**config.mk**
```make
export PLATFORM = sky130hd
export DESIGN_NAME = terminal_key_sequence_parser
export DESIGN_NICKNAME = d
export VERILOG_FILES = /design/src/hw/rtl/tksp_pkg.sv /design/src/hw/rtl/tksp_decode.sv /design/src/hw/rtl/terminal_key_sequence_parser.sv
export SDC_FILE = /design/constraint.sdc
export NUM_CORES = 1
export LEC_CHECK = 0
export ABC_CLOCK_PERIOD_IN_PS = 6600
export BUFFER_PORTS_ARGS = -buffer_cell sky130_fd_sc_hd__buf_4
export CAP_MARGIN = 20
export CORE_MARGIN = 3
export CORE_UTILIZATION = 44
export CTS_CLUSTER_DIAMETER = 60
export CTS_CLUSTER_SIZE = 30
export DETAILED_ROUTE_END_ITERATION = 16
export PLACE_DENSITY_LB_ADDON = 0.2
export SLEW_MARGIN = 20
export SYNTH_ARGS = -nofsm -noshare
export SYNTH_HDL_FRONTEND = slang
export SYNTH_SLANG_ARGS = --single-unit
```
**constraint.sdc**
```tcl
create_clock -name clk -period 6.6 [get_ports clk]
set_clock_uncertainty 0.2 [all_clocks]
set_input_delay 1.98 -clock clk [delete_from_list [all_inputs] [get_ports clk]]
set_output_delay 1.98 -clock clk [all_outputs]
set_load 0.005 [all_outputs]
```
**src/hw/rtl/tksp_pkg.sv**
```systemverilog
// Package for the terminal key sequence parser.
// Holds parser state codes, event codes, byte constants and the decode result type.
// No dependencies.
package tksp_pkg;

  // Parser states, one-hot
  typedef enum logic [13:0] {
    ST_IDLE  = 14'b00000000000001,
    ST_UTF1  = 14'b00000000000010,
    ST_UTF2  = 14'b00000000000100,
    ST_UTF3  = 14'b00000000001000,
    ST_ESC   = 14'b00000000010000,
    ST_CSI   = 14'b00000000100000,
    ST_DCS   = 14'b00000001000000,
    ST_OSC   = 14'b00000010000000,
    ST_SOS   = 14'b00000100000000,
    ST_PM    = 14'b00001000000000,
    ST_APC   = 14'b00010000000000,
    ST_SOS_E = 14'b00100000000000,
    ST_PM_E  = 14'b01000000000000,
    ST_APC_E = 14'b10000000000000
  } state_t;

  // Event codes, as seen on the event_code port
  typedef enum logic [4:0] {
    EV_PARSING   = 5'd0,
    EV_CHAR      = 5'd1,
    EV_NEWLINE   = 5'd2,
    EV_TAB       = 5'd3,
    EV_BACKSPACE = 5'd4,
    EV_DEL       = 5'd5,
    EV_KEYPAD    = 5'd6,
    EV_ALT_B     = 5'd7,
    EV_ALT_F     = 5'd8,
    EV_HOME      = 5'd9,
    EV_END       = 5'd10,
    EV_BACK      = 5'd11,
    EV_FORWARD   = 5'd12,
    EV_DELLINE   = 5'd13,
    EV_DELWORD   = 5'd14,
    EV_DELBOL    = 5'd15,
    EV_DELEOL    = 5'd16,
    EV_SIGINT    = 5'd17,
    EV_SIGQUIT   = 5'd18,
    EV_EOL       = 5'd19,
    EV_EOT       = 5'd20,
    EV_CPR       = 5'd21,
    EV_CSI       = 5'd22,
    EV_DCS       = 5'd23,
    EV_OSC       = 5'd24,
    EV_SOS       = 5'd25,
    EV_PM        = 5'd26,
    EV_APC       = 5'd27,
    EV_UP        = 5'd28,
    EV_DOWN      = 5'd29,
    EV_RIGHT     = 5'd30,
    EV_LEFT      = 5'd31
  } event_t;

  // Control bytes
  localparam logic [7:0] B_CTRL_A    = 8'h01;
  localparam logic [7:0] B_CTRL_C    = 8'h03;
  localparam logic [7:0] B_CTRL_D    = 8'h04;
  localparam logic [7:0] B_CTRL_E    = 8'h05;
  localparam logic [7:0] B_CTRL_H    = 8'h08;
  localparam logic [7:0] B_TAB       = 8'h09;
  localparam logic [7:0] B_CTRL_K    = 8'h0B;
  localparam logic [7:0] B_CR        = 8'h0D;
  localparam logic [7:0] B_CTRL_U    = 8'h15;
  localparam logic [7:0] B_ESC       = 8'h1B;
  localparam logic [7:0] B_DEL       = 8'h7F;
  // ESC followers
  localparam logic [7:0] B_DCS_INTRO = 8'h50;
  localparam logic [7:0] B_SOS_INTRO = 8'h58;
  localparam logic [7:0] B_CSI_INTRO = 8'h5B;
  localparam logic [7:0] B_BACKSLASH = 8'h5C;
  localparam logic [7:0] B_OSC_INTRO = 8'h5D;
  localparam logic [7:0] B_PM_INTRO  = 8'h5E;
  localparam logic [7:0] B_APC_INTRO = 8'h5F;
  localparam logic [7:0] B_LOWER_B   = 8'h62;
  localparam logic [7:0] B_LOWER_F   = 8'h66;
  // Parameter bytes and CSI finals
  localparam logic [7:0] B_DIGIT_0   = 8'h30;
  localparam logic [7:0] B_DIGIT_9   = 8'h39;
  localparam logic [7:0] B_SEMICOLON = 8'h3B;
  localparam logic [7:0] B_FINAL_A   = 8'h41;
  localparam logic [7:0] B_FINAL_B   = 8'h42;
  localparam logic [7:0] B_FINAL_C   = 8'h43;
  localparam logic [7:0] B_FINAL_D   = 8'h44;
  localparam logic [7:0] B_FINAL_F   = 8'h46;
  localparam logic [7:0] B_FINAL_H   = 8'h48;
  localparam logic [7:0] B_FINAL_R   = 8'h52;
  localparam logic [7:0] B_TILDE     = 8'h7E;
  // UTF-8 lead and continuation patterns
  localparam logic [7:0] U8_MASK2    = 8'hC0;
  localparam logic [7:0] U8_CONT     = 8'h80;
  localparam logic [7:0] U8_MASK3    = 8'hE0;
  localparam logic [7:0] U8_LEAD2    = 8'hC0;
  localparam logic [7:0] U8_MASK4    = 8'hF0;
  localparam logic [7:0] U8_LEAD3    = 8'hE0;
  localparam logic [7:0] U8_MASK5    = 8'hF8;
  localparam logic [7:0] U8_LEAD4    = 8'hF0;

  // Result of decoding one byte
  typedef struct packed {
    state_t next_state;
    event_t event_code;
  } step_t;

endpackage

```
**src/hw/rtl/tksp_decode.sv**
```systemverilog
// Combinational byte decoder: next parser state and event for one byte.
// Depends on tksp_pkg.
module tksp_decode import tksp_pkg::*; (
  input  state_t      state,
  input  logic [7:0]  in_byte,
  output step_t       step
);

  logic is_param;
  logic is_cont;

  assign is_param = ((in_byte >= B_DIGIT_0) && (in_byte <= B_DIGIT_9)) ||
                    (in_byte == B_SEMICOLON);
  assign is_cont  = (in_byte & U8_MASK2) == U8_CONT;

  always_comb begin
    step.next_state = state;
    step.event_code = EV_PARSING;
    // Ctrl-C and Ctrl-D abort from any state
    if (in_byte == B_CTRL_C) begin
      step.next_state = ST_IDLE;
      step.event_code = EV_SIGINT;
    end else if (in_byte == B_CTRL_D) begin
      step.next_state = ST_IDLE;
      step.event_code = EV_EOT;
    end else begin
      case (state)
        ST_IDLE: begin
          case (in_byte)
            B_ESC:    step.next_state = ST_ESC;
            B_CTRL_A: step.event_code = EV_HOME;
            B_CTRL_E: step.event_code = EV_END;
            B_CTRL_H: step.event_code = EV_DELLINE;
            B_TAB:    step.event_code = EV_TAB;
            B_CR:     step.event_code = EV_NEWLINE;
            B_CTRL_K: step.event_code = EV_DELEOL;
            B_CTRL_U: step.event_code = EV_DELBOL;
            B_DEL:    step.event_code = EV_BACKSPACE;
            default: begin
              if (!in_byte[7]) begin
                step.event_code = EV_CHAR;
              end else if ((in_byte & U8_MASK3) == U8_LEAD2) begin
                step.next_state = ST_UTF1;
              end else if ((in_byte & U8_MASK4) == U8_LEAD3) begin
                step.next_state = ST_UTF2;
              end else if ((in_byte & U8_MASK5) == U8_LEAD4) begin
                step.next_state = ST_UTF3;
              end
            end
          endcase
        end
        // UTF-8 continuation check; a bad byte drops back to idle
        ST_UTF1: begin
          step.next_state = ST_IDLE;
          if (is_cont) step.event_code = EV_CHAR;
        end
        ST_UTF2: step.next_state = is_cont ? ST_UTF1 : ST_IDLE;
        ST_UTF3: step.next_state = is_cont ? ST_UTF2 : ST_IDLE;
        ST_ESC: begin
          step.next_state = ST_IDLE;
          case (in_byte)
            B_CSI_INTRO: step.next_state = ST_CSI;
            B_OSC_INTRO: step.next_state = ST_OSC;
            B_DCS_INTRO: step.next_state = ST_DCS;
            B_SOS_INTRO: step.next_state = ST_SOS;
            B_PM_INTRO:  step.next_state = ST_PM;
            B_APC_INTRO: step.next_state = ST_APC;
            B_CR:        step.event_code = EV_EOL;
            B_DEL:       step.event_code = EV_DELWORD;
            B_LOWER_B:   step.event_code = EV_BACK;
            B_LOWER_F:   step.event_code = EV_FORWARD;
            default:     step.event_code = EV_CHAR;
          endcase
        end
        // CSI final byte decode
        ST_CSI: begin
          if (!is_param) begin
            step.next_state = ST_IDLE;
            case (in_byte)
              B_FINAL_A: step.event_code = EV_UP;
              B_FINAL_B: step.event_code = EV_DOWN;
              B_FINAL_C: step.event_code = EV_RIGHT;
              B_FINAL_D: step.event_code = EV_LEFT;
              B_FINAL_F: step.event_code = EV_END;
              B_FINAL_H: step.event_code = EV_HOME;
              B_FINAL_R: step.event_code = EV_CPR;
              B_TILDE:   step.event_code = EV_KEYPAD;
              default:   step.event_code = EV_CSI;
            endcase
          end
        end
        ST_OSC: begin
          if (!is_param) begin
            step.next_state = ST_IDLE;
            step.event_code = EV_OSC;
          end
        end
        ST_DCS: begin
          if (!is_param) begin
            step.next_state = ST_IDLE;
            step.event_code = EV_DCS;
          end
        end
        // String bodies wait for ESC backslash
        ST_SOS: if (in_byte == B_ESC) step.next_state = ST_SOS_E;
        ST_PM:  if (in_byte == B_ESC) step.next_state = ST_PM_E;
        ST_APC: if (in_byte == B_ESC) step.next_state = ST_APC_E;
        ST_SOS_E: begin
          if (in_byte == B_BACKSLASH) begin
            step.next_state = ST_IDLE;
            step.event_code = EV_SOS;
          end else begin
            step.next_state = ST_SOS;
          end
        end
        ST_PM_E: begin
          if (in_byte == B_BACKSLASH) begin
            step.next_state = ST_IDLE;
            step.event_code = EV_PM;
          end else begin
            step.next_state = ST_PM;
          end
        end
        ST_APC_E: begin
          if (in_byte == B_BACKSLASH) begin
            step.next_state = ST_IDLE;
            step.event_code = EV_APC;
          end else begin
            step.next_state = ST_APC;
          end
        end
        default: step.next_state = ST_IDLE;
      endcase
    end
  end

endmodule

```
**src/hw/rtl/terminal_key_sequence_parser.sv**
```systemverilog
// Terminal key sequence parser: one event code per input byte.
// Each input byte is held in the byte register, then decoded into the result register.
// Throughput one byte per cycle; only output back pressure stalls the input.
// Synchronous active-high reset empties both registers and returns the parser to idle.
// Depends on tksp_pkg and tksp_decode.
module terminal_key_sequence_parser import tksp_pkg::*; (
  input  logic       clk,
  input  logic       rst,
  input  logic       in_valid,
  output logic       in_ready,
  input  logic [7:0] in_byte,
  output logic       out_valid,
  input  logic       out_ready,
  output logic [4:0] event_code
);

  logic       byte_valid;
  logic [7:0] byte_q;
  state_t     state;
  step_t      step;
  logic       advance;

  // Byte moves to the result register when that register is free or draining
  assign advance  = byte_valid && (!out_valid || out_ready);
  assign in_ready = !byte_valid || advance;

  tksp_decode u_decode (
    .state   (state),
    .in_byte (byte_q),
    .step    (step)
  );

  // Control state
  always_ff @(posedge clk) begin
    if (rst) begin
      byte_valid <= 1'b0;
      out_valid  <= 1'b0;
      state      <= ST_IDLE;
    end else begin
      if (in_ready) byte_valid <= in_valid;
      if (advance) begin
        state     <= step.next_state;
        out_valid <= 1'b1;
      end else if (out_ready) begin
        out_valid <= 1'b0;
      end
    end
  end

  // Payload registers
  always_ff @(posedge clk) begin
    if (in_valid && in_ready) byte_q <= in_byte;
    if (advance) event_code <= 5'(step.event_code);
  end

endmodule

```
==> run summary, run 1 <==
The maximum number of pins on one net before global-route repair came out at 27. The tightest hold margin is 0.329 ns. The combinational fraction of design power is 15.0%. The number of primary I/O pins is 19.

The deepest level of the CTS H-tree came out at 2. The DRC violation count after routing came out at 0. After Yosys synthesis, XOR and XNOR cells account for 1.84% of the synthesized area. The die is 79.6 µm tall. The initial DRC count came out at 334.

Synthesis instantiated 70 different standard cells from the library. By instance count, the leading cell after synthesis is nor2_1. Compared with the post-synthesis result, the final layout area differs by 9.66%. The post-cts resize count is 0. The longest clock path from root to sink contains 2 buffers. The fraction of registers with async set or reset after synthesis is 0%. The number of global-route vias before repair came to 2147.

Hold repair after CTS inserted 0 buffers. The highest clock rate came out at 0.212 GHz. The total half-perimeter wirelength after legalization and detailed placement is 4530 µm. Once detail routing completed, the nets flagged for antenna violations numbered 0. The number of detailed-routing iterations run before antenna repair came out at 5. Dividing total power by cell area gives a power density of 172 mW/mm². Each instance of the synthesized netlist takes up on average 8.19 µm². The capture endpoint of the worst hold path is out_valid. The insertion delay of the later-clocked pin in the worst-skew pair is 0.28 ns. The leakage component of the power is 0.821 nW.

In this run the most critical hold path is launched from byte_valid. Along the worst path, the maximum fanout reaches 4. Setup repair after global routing left no endpoint under its margin.

The final period utilization is 71.6%. In this run the critical register-to-register path is captured at event_code[3]. The number of clock sinks seen by CTS is 29. Measured against the total synthesized area, the mux share comes to 1.26%.

The cell count after synthesis is 291. The largest total area in the synthesized netlist belongs to edfxtp_1. The worst IR drop on VDD is 0.133 mV. The number of antenna repair diodes came out at 0. The count of maximum capacitance violations is 0.

For the pin with the worst max-slew slack, the measured transition is 0.775 ns. The CTS tree is built. The sequential share of the synthesized area is 29.8%. The initial antenna violation count came out at 0. The final setup violation count came out at 0. The synthesized net count is 303. In the routed layout, each cell is associated on average with a via count of 6.43. The synthesized netlist occupies a cell area of 0.00238 mm².

The synthesized design contains 13 enable-type register cells. STA classifies the critical path endpoint as an output port. The synthesized netlist devotes 23.5% of its cell area to compound gates.

The total area inside the core boundary comes to 0.00517 mm². The worst setup slack for register-to-register paths is 3.59 ns. In the post-synthesis netlist, the biggest area contributors are edfxtp_1, dfxtp_1, nand2b_1. The data arrival time of the critical path is 2.55 ns.

The required time at the endpoint of the critical path came out at 4.42 ns. The total area of sequential cells came out at 711 µm². The standard cell area after detailed placement is 0.00250 mm². The wire length after detailed routing is 6340 µm.

Row generation in the floorplan step produced 26 rows. Of the cells placed in the final design, the portion with a size suffix greater than 1 is 16.7%. The share of the synthesized area in the top cell type is 16.4%.

Along the worst hold path, the cell count comes to 2. After synthesis, the largest family of logic cells by area is simple AND/OR/NAND/NOR gates. The total count of hold-check failures in the final report came out at 0.

The proportion of total power due to net switching is 26.2%. The clock transition time at the flip-flop clock pins of the worst setup and hold paths is 0.06 ns. Tracing the worst setup path back leads to its startpoint at out_ready. Once the floorplan was initialized, standard cells occupied 46.1% of the core.

The die footprint is 0.00634 mm². The overall via count from detail_route is 2339. The final net count is 305. For this design the total switching power over the nets is 118 µW.

The design internal power came out at 331 µW. The worst path in the final design needs a cycle of 4.73 ns, including I/O delays and setup. The total power after layout is 449 µW. The number of buffers inserted by post-CTS setup repair is 0. The share of power burned in registers is 46.4%.

The all-layer global routing usage is 21.1%. The global placer's final weighted congestion came out at 0.963. The worst register-to-register path begins at byte_q[0]. The total grt overflow is 0. The portion of total power attributed to the clock network came out at 38.6%. The area of the multi-input gates is 0.00154 mm². The worst setup path is launched from a primary input. The final instance area came out at 0.00261 mm². The fill cell total of the finished layout came out at 479. The post-synthesis adder-cell area fraction came out at 0.420%. The number of port buffers is 18. The depth of the worst register-to-register path came out at 5.

The flow ran to the end, and the final reports show no timing, DRC or antenna violations. The number of buffers inserted during clock tree synthesis is 5. After synthesis the netlist holds a flip-flop and latch count of 29. The basic-gate share of the synthesized area counting and, or, nand and nor cells is 37.4%. The setup TNS after final layout came out at 0 ns. The top flip-flop cell by instance count after synthesis is dfxtp_1. The tightest min-delay check is of the reg2reg type. The critical path is of the in2out type.

The number of max-slew violations in the final report is 0. CTS placed an instance of clkbuf_8 at the clock tree root. Dividing the detail-routed wire length by the instance count gives 17.4 µm. Measured against its own limit, the worst slew margin works out to 48.4%. The Yosys step of the flow raised 0 warnings. The chip width is 79.6 µm. By count the netlist is led by nor2_1, clkbuf_1, dfxtp_1, a21oi_1, nand2b_1. The wire length of the first global-routing pass is 10600 µm.
## worst max-delay path by stage
stage,end,cells after the start
after floorplan,in_ready,2
after global routing,in_ready,4
after global placement,in_ready,4
final,in_ready,4
after CTS,in_ready,4
after detailed placement,in_ready,4
## cell type report
cell class / count / area share (%)
Clock buffer: 8 / 4.26
Sequential cell: 29 / 27.2
Timing Repair Buffer: 20 / 5.74
Tap cell: 70 / 3.35
Inverter: 5 / 0.718
Multi-Input combinational cell: 232 / 58.7
## worst max-delay path: stages
cell and delay [ns]:
buf_4 0.11, nor2b_1 0.22, nand2_1 0.10, buf_4 0.14
## cells by family after synthesis
kind of cell | Yosys count
and+or+nand+nor | 146
buffers and inverters | 30
DFF | 29
AOI/OAI and AO/OA | 77
muxes | 3
adders and majority gates | 1
xor gates and xnor gates | 5
## layer usage
metal / up-vias / global-route usage (%) / part of all wire [%]
li1: 1134 / - / -
met3: 24 / 4.85 / 9.3
met4: 0 / 8.93 / 2.6
met1: 1048 / 29.1 / 44
met2: 133 / 31.5 / 44
met5: - / 0 / 0
## sequential cells by signal (all words and copies together) (netlist names)
name	flops
byte_valid	1
out_valid	1
byte_q	8
event_code	5
state	14
## layout by cell type (no fill, tap or decap), drive strengths merged, types with 3 or more instances in the layout
cell type and count:
o32ai 3, nor2b 9, mux2i 3, or2 5, a31oi 5, clkbuf 8, o21ai 14, o211ai 4
or3 4, nor3 13, nor4b 3, nor4 15, nand4b 3, nand2 11, a21oi 16, nor3b 5
inv 5, o2111ai 3, and3 4, nor2 22, nand4 9, a22o 4, buf 20, edfxtp 13
or4 6, xnor2 4, a211oi 5, nand3 9, nand2b 15, dfxtp 16, and2 3
## power by group through the flow
stage	Combinational, mW	Sequential [mW]	Clock (mW)
final	0.0672	0.208	0.173
after global routing	0.0740	0.209	0.188
after CTS	0.0661	0.207	0.176
after detailed placement	0.0657	0.211	0
after global placement	0.0659	0.211	0
after floorplan	0.0548	0.202	0
## per-stage QoR
stage	instances	util (%)	setup slack [ns]
6_report	364	50.5	1.87
5_1_grt	364	50.5	1.75
3_3_place_gp	356	48.4	1.90
3_5_place_dp	356	48.4	1.86
2_1_floorplan	291	-	2.16
4_1_cts	364	50.5	1.85
(Power assumes the default switching activity.)
==> run 2: changes to the inputs <==
Settings changed: ABC_AREA set to 1, ABC_CLOCK_PERIOD_IN_PS 6600 to 4300.
Clock period 6.6 ns to 4.3 ns, I/O delays scaled along.
==> run summary, run 2 <==
In the final layout, the registers with the most flip-flops are state: 14 flops, byte_q: 8 flops, event_code: 5 flops. The Yosys warning count was 0 (unchanged). The number of antenna repair diodes came out at 0 (unchanged). The class of the most critical hold timing path is reg2reg. The cell count after synthesis came out at 422 (+45%). The global placer's final weighted congestion is 0.962 (-0.11%). After synthesis, the most frequently instantiated cells are nand2_1, nor2_1, inv_1, nand3_1. The routed length per instance is 11.5 µm (-34%). The buffer depth of the longest clock path is 2 (unchanged). The number of antenna-violating nets in the routed design came out at 0 (unchanged). The post-layout utilization of the core came out at 53.8% (+3.3 points). Setup repair after global routing left no endpoint under its margin. The effective utilization at floorplan is 47.5% (+1.4 points). From synthesis to final layout, the design area changed by 13.3%.

The overall via count from detail_route came to 2612 (+12%). The insertion delay of the later-clocked pin in the worst-skew pair was 0.28 ns (about the same). The final period utilization came out at 74.3%. The critical path goes through buf_4, inv_1, nand3_1, buf_4. The die extent in y came out at 79.0 µm (-0.70%). The clock transition time at the flip-flop clock pins of the worst setup and hold paths came out at 0.06 ns (about the same). The number of global-route vias before repair is 2263 (+5.4%). The core outline area is 0.00494 mm² (-4.5%). The deepest level of the CTS H-tree came out at 2 (unchanged). The number of clock sinks seen by CTS came to 29 (unchanged). The flip-flop count of the largest register after layout came out at 14 (unchanged). The final net count came out at 455 (+49%). The CTS tree is built. The synthesized area per cell was 5.56 µm² (-32%). The standard cell area after detailed placement is 0.00254 mm² (+1.6%). The cell that appears most often on the critical path is buf_4. The cell row count came out at 25 (-3.8%).

The number of max-slew violations in the final report came out at 0 (unchanged). The synthesized net count was 434 (+43%). The sequential share of the synthesized area is 30.3% (+0.46 points).

The kind of start point of the critical path is a primary input. The final setup violation count came out at 0 (unchanged). In this run the clock root is driven by a clkbuf_8.

The number of detailed-routing iterations run before antenna repair is 5 (unchanged). The longest individual stage delay on the worst path is 0.16 ns (-0.06 ns). By area the synthesized netlist is led by nand2_1, nor2_1, edfxtp_1.

The critical-path maximum fanout came to 3 (-1). The post-synthesis register bit count came out at 29 (unchanged). The all-layer global routing usage came out at 20.2% (-0.95 points). The number of synthesized flops with an enable pin is 13 (unchanged). The total half-perimeter wirelength after legalization and detailed placement was 4800 µm (+5.8%). Subtracting the final worst setup slack from the clock period gives 3.20 ns. The count of maximum capacitance violations came to 0 (unchanged). The detailed-route vias per instance came out at 5.11 (-20%). The total grt overflow was 0 (unchanged). The number of library cell types mapped by synthesis is 24 (-66%).

The leakage component of the power is 1.37 nW (+67%). The number of buffers inserted by post-CTS setup repair is 0 (unchanged). The setup TNS after final layout came out at 0 ns (unchanged). The number of port buffers is 18 (unchanged). The die footprint is 0.00625 mm² (-1.4%). The required time at the endpoint of the critical path came out at 2.81 ns (-1.61 ns). The top cell types in the final layout, fill and taps aside, are nand2_1, nor2_1, inv_1. The register with the highest flop count is state. The chip width came out at 79.0 µm (-0.70%).

The post-synthesis instance area was 0.00235 mm² (-1.5%). The fraction of registers with async set or reset after synthesis is 0% (unchanged). Among all stages on the critical path, the largest delay is contributed by buf_4. The critical path is of the in2out type. The initial DRC count is 304 (-9.0%). The highest clock rate came out at 0.313 GHz. The data arrival time of the critical path is 1.71 ns (-0.84 ns). The worst IR drop on VDD came to 0.249 mV (+87%).

The initial antenna violation count came to 0 (unchanged). The proportion of layout cells with a drive suffix above 1 came out at 7.43% (-9.2 points). The top flip-flop cell by instance count after synthesis is dfxtp_1.

Yosys instantiated no cell more often than nand2_1. The share of the synthesized area in the top cell type was 23.3% (+7.0 points). The wire length after detailed routing is 5900 µm (-7.1%). The DRC violation count after routing came out at 0 (unchanged). The final instance area came to 0.00266 mm² (+1.7%).

The total count of hold-check failures in the final report is 0 (unchanged). The number of primary I/O pins is 19 (unchanged). The maximum number of pins on one net before global-route repair is 28 (+3.7%). The areal power density over the cells is 310 mW/mm² (+80%). The number of buffers inserted during clock tree synthesis is 5 (unchanged). Leaving out fill and tap cells, the most frequent cell in the layout is nand2_1. The count of hold-fix buffers inserted at cts is 0 (unchanged). The biggest area contributor in the post-synthesis netlist is nand2_1.

The post-cts resize count is 0 (unchanged). The wire length of the first global-routing pass is 10100 µm (-4.6%). The relative slew slack came out at 56.3% (+7.9 points).

The sort of element at the end of the critical path is an output port. The actual slew at the worst max-slew pin is 0.650 ns (-0.125 ns). The run finished with clean final reports.
## run 2: changes by cell type after synthesis, sizes merged, moves of 9 or more
cell and change:
nand2 +135, nor2 +90, inv +44, nand3 +30
clkbuf -18, nand2b -15, nor3 -12, nor4 -11
nor2b -9
## run 2: logic make-up (layout without fill, tap and decap cells)
group,Yosys count,in the layout,synth area share (%)
and+or+nand+nor,305,305,53.1
buffers and inverters,54,76,9.01
DFF,29,29,30.3
AOI/OAI and AO/OA,34,34,7.57
## run 2: power breakdown
group,internal (mW),total [mW],switching [mW],leakage [nW]
clock network,0.189,0.294,0.105,0.0585
registers,0.310,0.326,0.0162,0.257
logic,0.0639,0.204,0.140,1.06
## run 2: per-stage QoR
step	power (mW)	hold slack, ns	setup slack (ns)	std cells
after floorplan	0.485	0.255	1.37	422
after global placement	0.532	0.290	1.12	503
after detailed placement	0.534	0.297	1.10	503
after CTS	0.827	0.307	1.10	511
after global routing	0.875	0.324	1.04	511
final	0.824	0.310	1.10	511
## run 2: path summary, 6_finish.rpt
check                  from   endpoint  slack (ns)  depth (start not counted)
hold / removal    out_valid  out_valid        0.31                          2
hold reg to reg   out_valid  out_valid        0.31                          2
setup / recovery  out_ready   in_ready        1.10                          4
setup reg to reg  byte_q[7]   state[9]        1.59                         12
## run 2: cell type report
cell class / instances / area (µm²)
Inverter: 50 / 188
Tap cell: 67 / 83.8
Fill cell: 521 / 2280
Sequential cell: 29 / 711
Multi-Input combinational cell: 339 / 1430
Timing Repair Buffer: 18 / 135
Clock inverter: 1 / 30.0
Clock buffer: 7 / 86.3
## run 2: routing by layer
metal / vias to the layer above / share of wire (%) / track usage, %
met5: - / 0 / 0
met4: 0 / 1.9 / 7.22
met3: 13 / 7.6 / 4.76
met2: 98 / 43 / 29.5
met1: 1139 / 48 / 28.8
li1: 1362 / - / -
## run 2: worst max-delay path, delay by kind of cell
kind	cells	cell delay, ns
AND/OR/NAND/NOR	1	0.10
buffers and inverters	3	0.32
==> run 3: changes to the inputs <==
Settings changed: ABC_CLOCK_PERIOD_IN_PS 4300 to 3100.
Clock period 4.3 ns to 3.1 ns, I/O delays scaled along.
==> run summary, run 3 (synthesis gave the netlist of run 2 again) <==
The cell row count came out at 25 (unchanged). The number of global-route vias before repair is 2320 (+2.5%). The die extent in y came to 79.0 µm (unchanged). The routed length per instance is 12.3 µm (+6.8%). The count of hold-fix buffers inserted at cts came out at 0 (unchanged). Compared with the post-synthesis result, the final layout area differs by 13.9%. The worst path needs 2.64 ns of the cycle, external delays included. The worst IR drop on VDD is 0.367 mV (+47%). The chip width came out at 79.0 µm (unchanged). The maximum number of pins on one net before global-route repair came to 28 (unchanged). The number of antenna repair diodes is 0 (unchanged). In the final layout, the registers with the most flip-flops are state: 14 flops, byte_q: 8 flops, event_code: 5 flops.

The deepest level of the CTS H-tree came out at 2 (unchanged). The final net count came out at 457 (+0.44%). The required time at the endpoint of the critical path is 3.08 ns (+0.27 ns). The flip-flop count of the largest register after layout was 14 (unchanged).

The highest clock rate is 0.378 GHz. The number of antenna-violating nets in the routed design is 0 (unchanged). Leaving out fill and tap cells, the most frequent cell in the layout is nand2_1.

The tightest min-delay check is of the reg2reg type. The number of clock sinks seen by CTS is 29 (unchanged). The critical-path maximum fanout was 27 (+24). The detailed-route vias per instance is 5.12 (+0.18%). Setup repair after global routing left no endpoint under its margin. The insertion delay of the later-clocked pin in the worst-skew pair was 0.29 ns (about the same). The buffer depth of the longest clock path was 2 (unchanged). The core outline area came to 0.00494 mm² (unchanged). The proportion of layout cells with a drive suffix above 1 is 7.85% (+0.42 points). The areal power density over the cells is 435 mW/mm² (+40%).

The data arrival time of the critical path was 2.62 ns (+0.91 ns). Counting flops per register, the top entry is state. The wire length after detailed routing was 6320 µm (+7.2%). The count of maximum capacitance violations was 0 (unchanged). The effective utilization at floorplan is 47.5% (unchanged). The initial antenna violation count is 0 (unchanged). The worst setup path is of the reg2reg kind.

The total half-perimeter wirelength after legalization and detailed placement came to 5040 µm (+5.0%). TritonCTS built the clock tree. The relative slew slack is 55.2% (-1.0 points). The number of port buffers came out at 18 (unchanged). The final setup violation count came out at 0 (unchanged).

The global placer's final weighted congestion is 1.03 (+7.2%). The number of buffers inserted during clock tree synthesis is 5 (unchanged). In the layout the commonest cells are nand2_1, nor2_1, inv_1. The total grt overflow came to 0 (unchanged). The total count of hold-check failures in the final report is 0 (unchanged).

The actual slew at the worst max-slew pin is 0.665 ns (+0.0154 ns). The initial DRC count came out at 288 (-5.3%). The total power after layout is 1.16 mW (+41%). The kind of start point of the critical path is a flip-flop. The wire length of the first global-routing pass came out at 10200 µm (+1.0%). The number of max-slew violations in the final report came out at 0 (unchanged). The number of primary I/O pins is 19 (unchanged). The number of buffers inserted by post-CTS setup repair was 0 (unchanged). The leakage component of the power is 1.39 nW (+0.77%). The setup TNS after final layout was 0 ns (unchanged). The die footprint is 0.00625 mm² (unchanged). The final period utilization came out at 85.3%.

The post-cts resize count came to 0 (unchanged). The DRC violation count after routing came out at 0 (unchanged). STA classifies the critical path endpoint as a flip-flop. The number of detailed-routing iterations run before antenna repair came to 6 (+1). The run finished with clean final reports. The all-layer global routing usage came out at 20.8% (+0.59 points). In this run the clock root is driven by a clkbuf_8. The clock transition time at the flip-flop clock pins of the worst setup and hold paths came out at 0.06 ns (about the same). The overall via count from detail_route came out at 2627 (+0.57%).
## run 3: cell type report
class                      count  area (µm²)
fill                         542        2270
multi-input combinational    339        1430
sequential                    29         711
inverter                      50         188
timing repair buffer          20         150
clock buffer                   7        86.3
tap                           67        83.8
clock inverter                 1        30.0
## run 3: stage by stage
| step | cells | util [%] | worst slack [ns] | hold slack, ns | cell area, µm² |
|---|---|---|---|---|---|
| CTS | 513 | 54.1 | 0.487 | 0.298 | 2670 |
| global route | 513 | 54.1 | 0.177 | 0.321 | 2670 |
| detailed placement | 505 | 51.7 | 0.489 | 0.289 | 2560 |
| floorplan | 422 | - | 0.891 | 0.255 | 2350 |
| finish | 513 | 54.1 | 0.457 | 0.289 | 2670 |
| global placement | 505 | 51.7 | 0.537 | 0.286 | 2560 |
## run 3: final timing paths
path	slack, ns	from	to	cells past startpoint
hold / removal	0.29	byte_valid	out_valid	2
hold reg to reg	0.29	byte_valid	out_valid	2
setup / recovery	0.46	byte_q[5]	state[3]	10
setup reg to reg	0.46	byte_q[5]	state[3]	10
## run 3: critical path: stages (launching register included)
cell	delay, ns
edfxtp_1	0.43
inv_1	0.18
nand2_1	0.13
nor2_4	0.19
nand3_2	0.22
nand3_1	0.15
nand2_1	0.06
nor2_1	0.15
nand3_2	0.43
a21oi_1	0.32
nor2_1	0.06
## run 3: where the power goes
| part | switching (mW) | internal (mW) |
|---|---|---|
| combinational | 0.204 | 0.0951 |
| clock | 0.149 | 0.262 |
| sequential | 0.0228 | 0.430 |
## run 3: layer usage
metal / share of wire (%) / global-route usage [%] / up-vias
met1: 47 / 27.7 / 1145
met2: 43 / 31.5 / 95
met3: 7.2 / 4.54 / 20
met4: 3.2 / 10.7 / 0
li1: - / - / 1367
met5: 0 / 0 / -
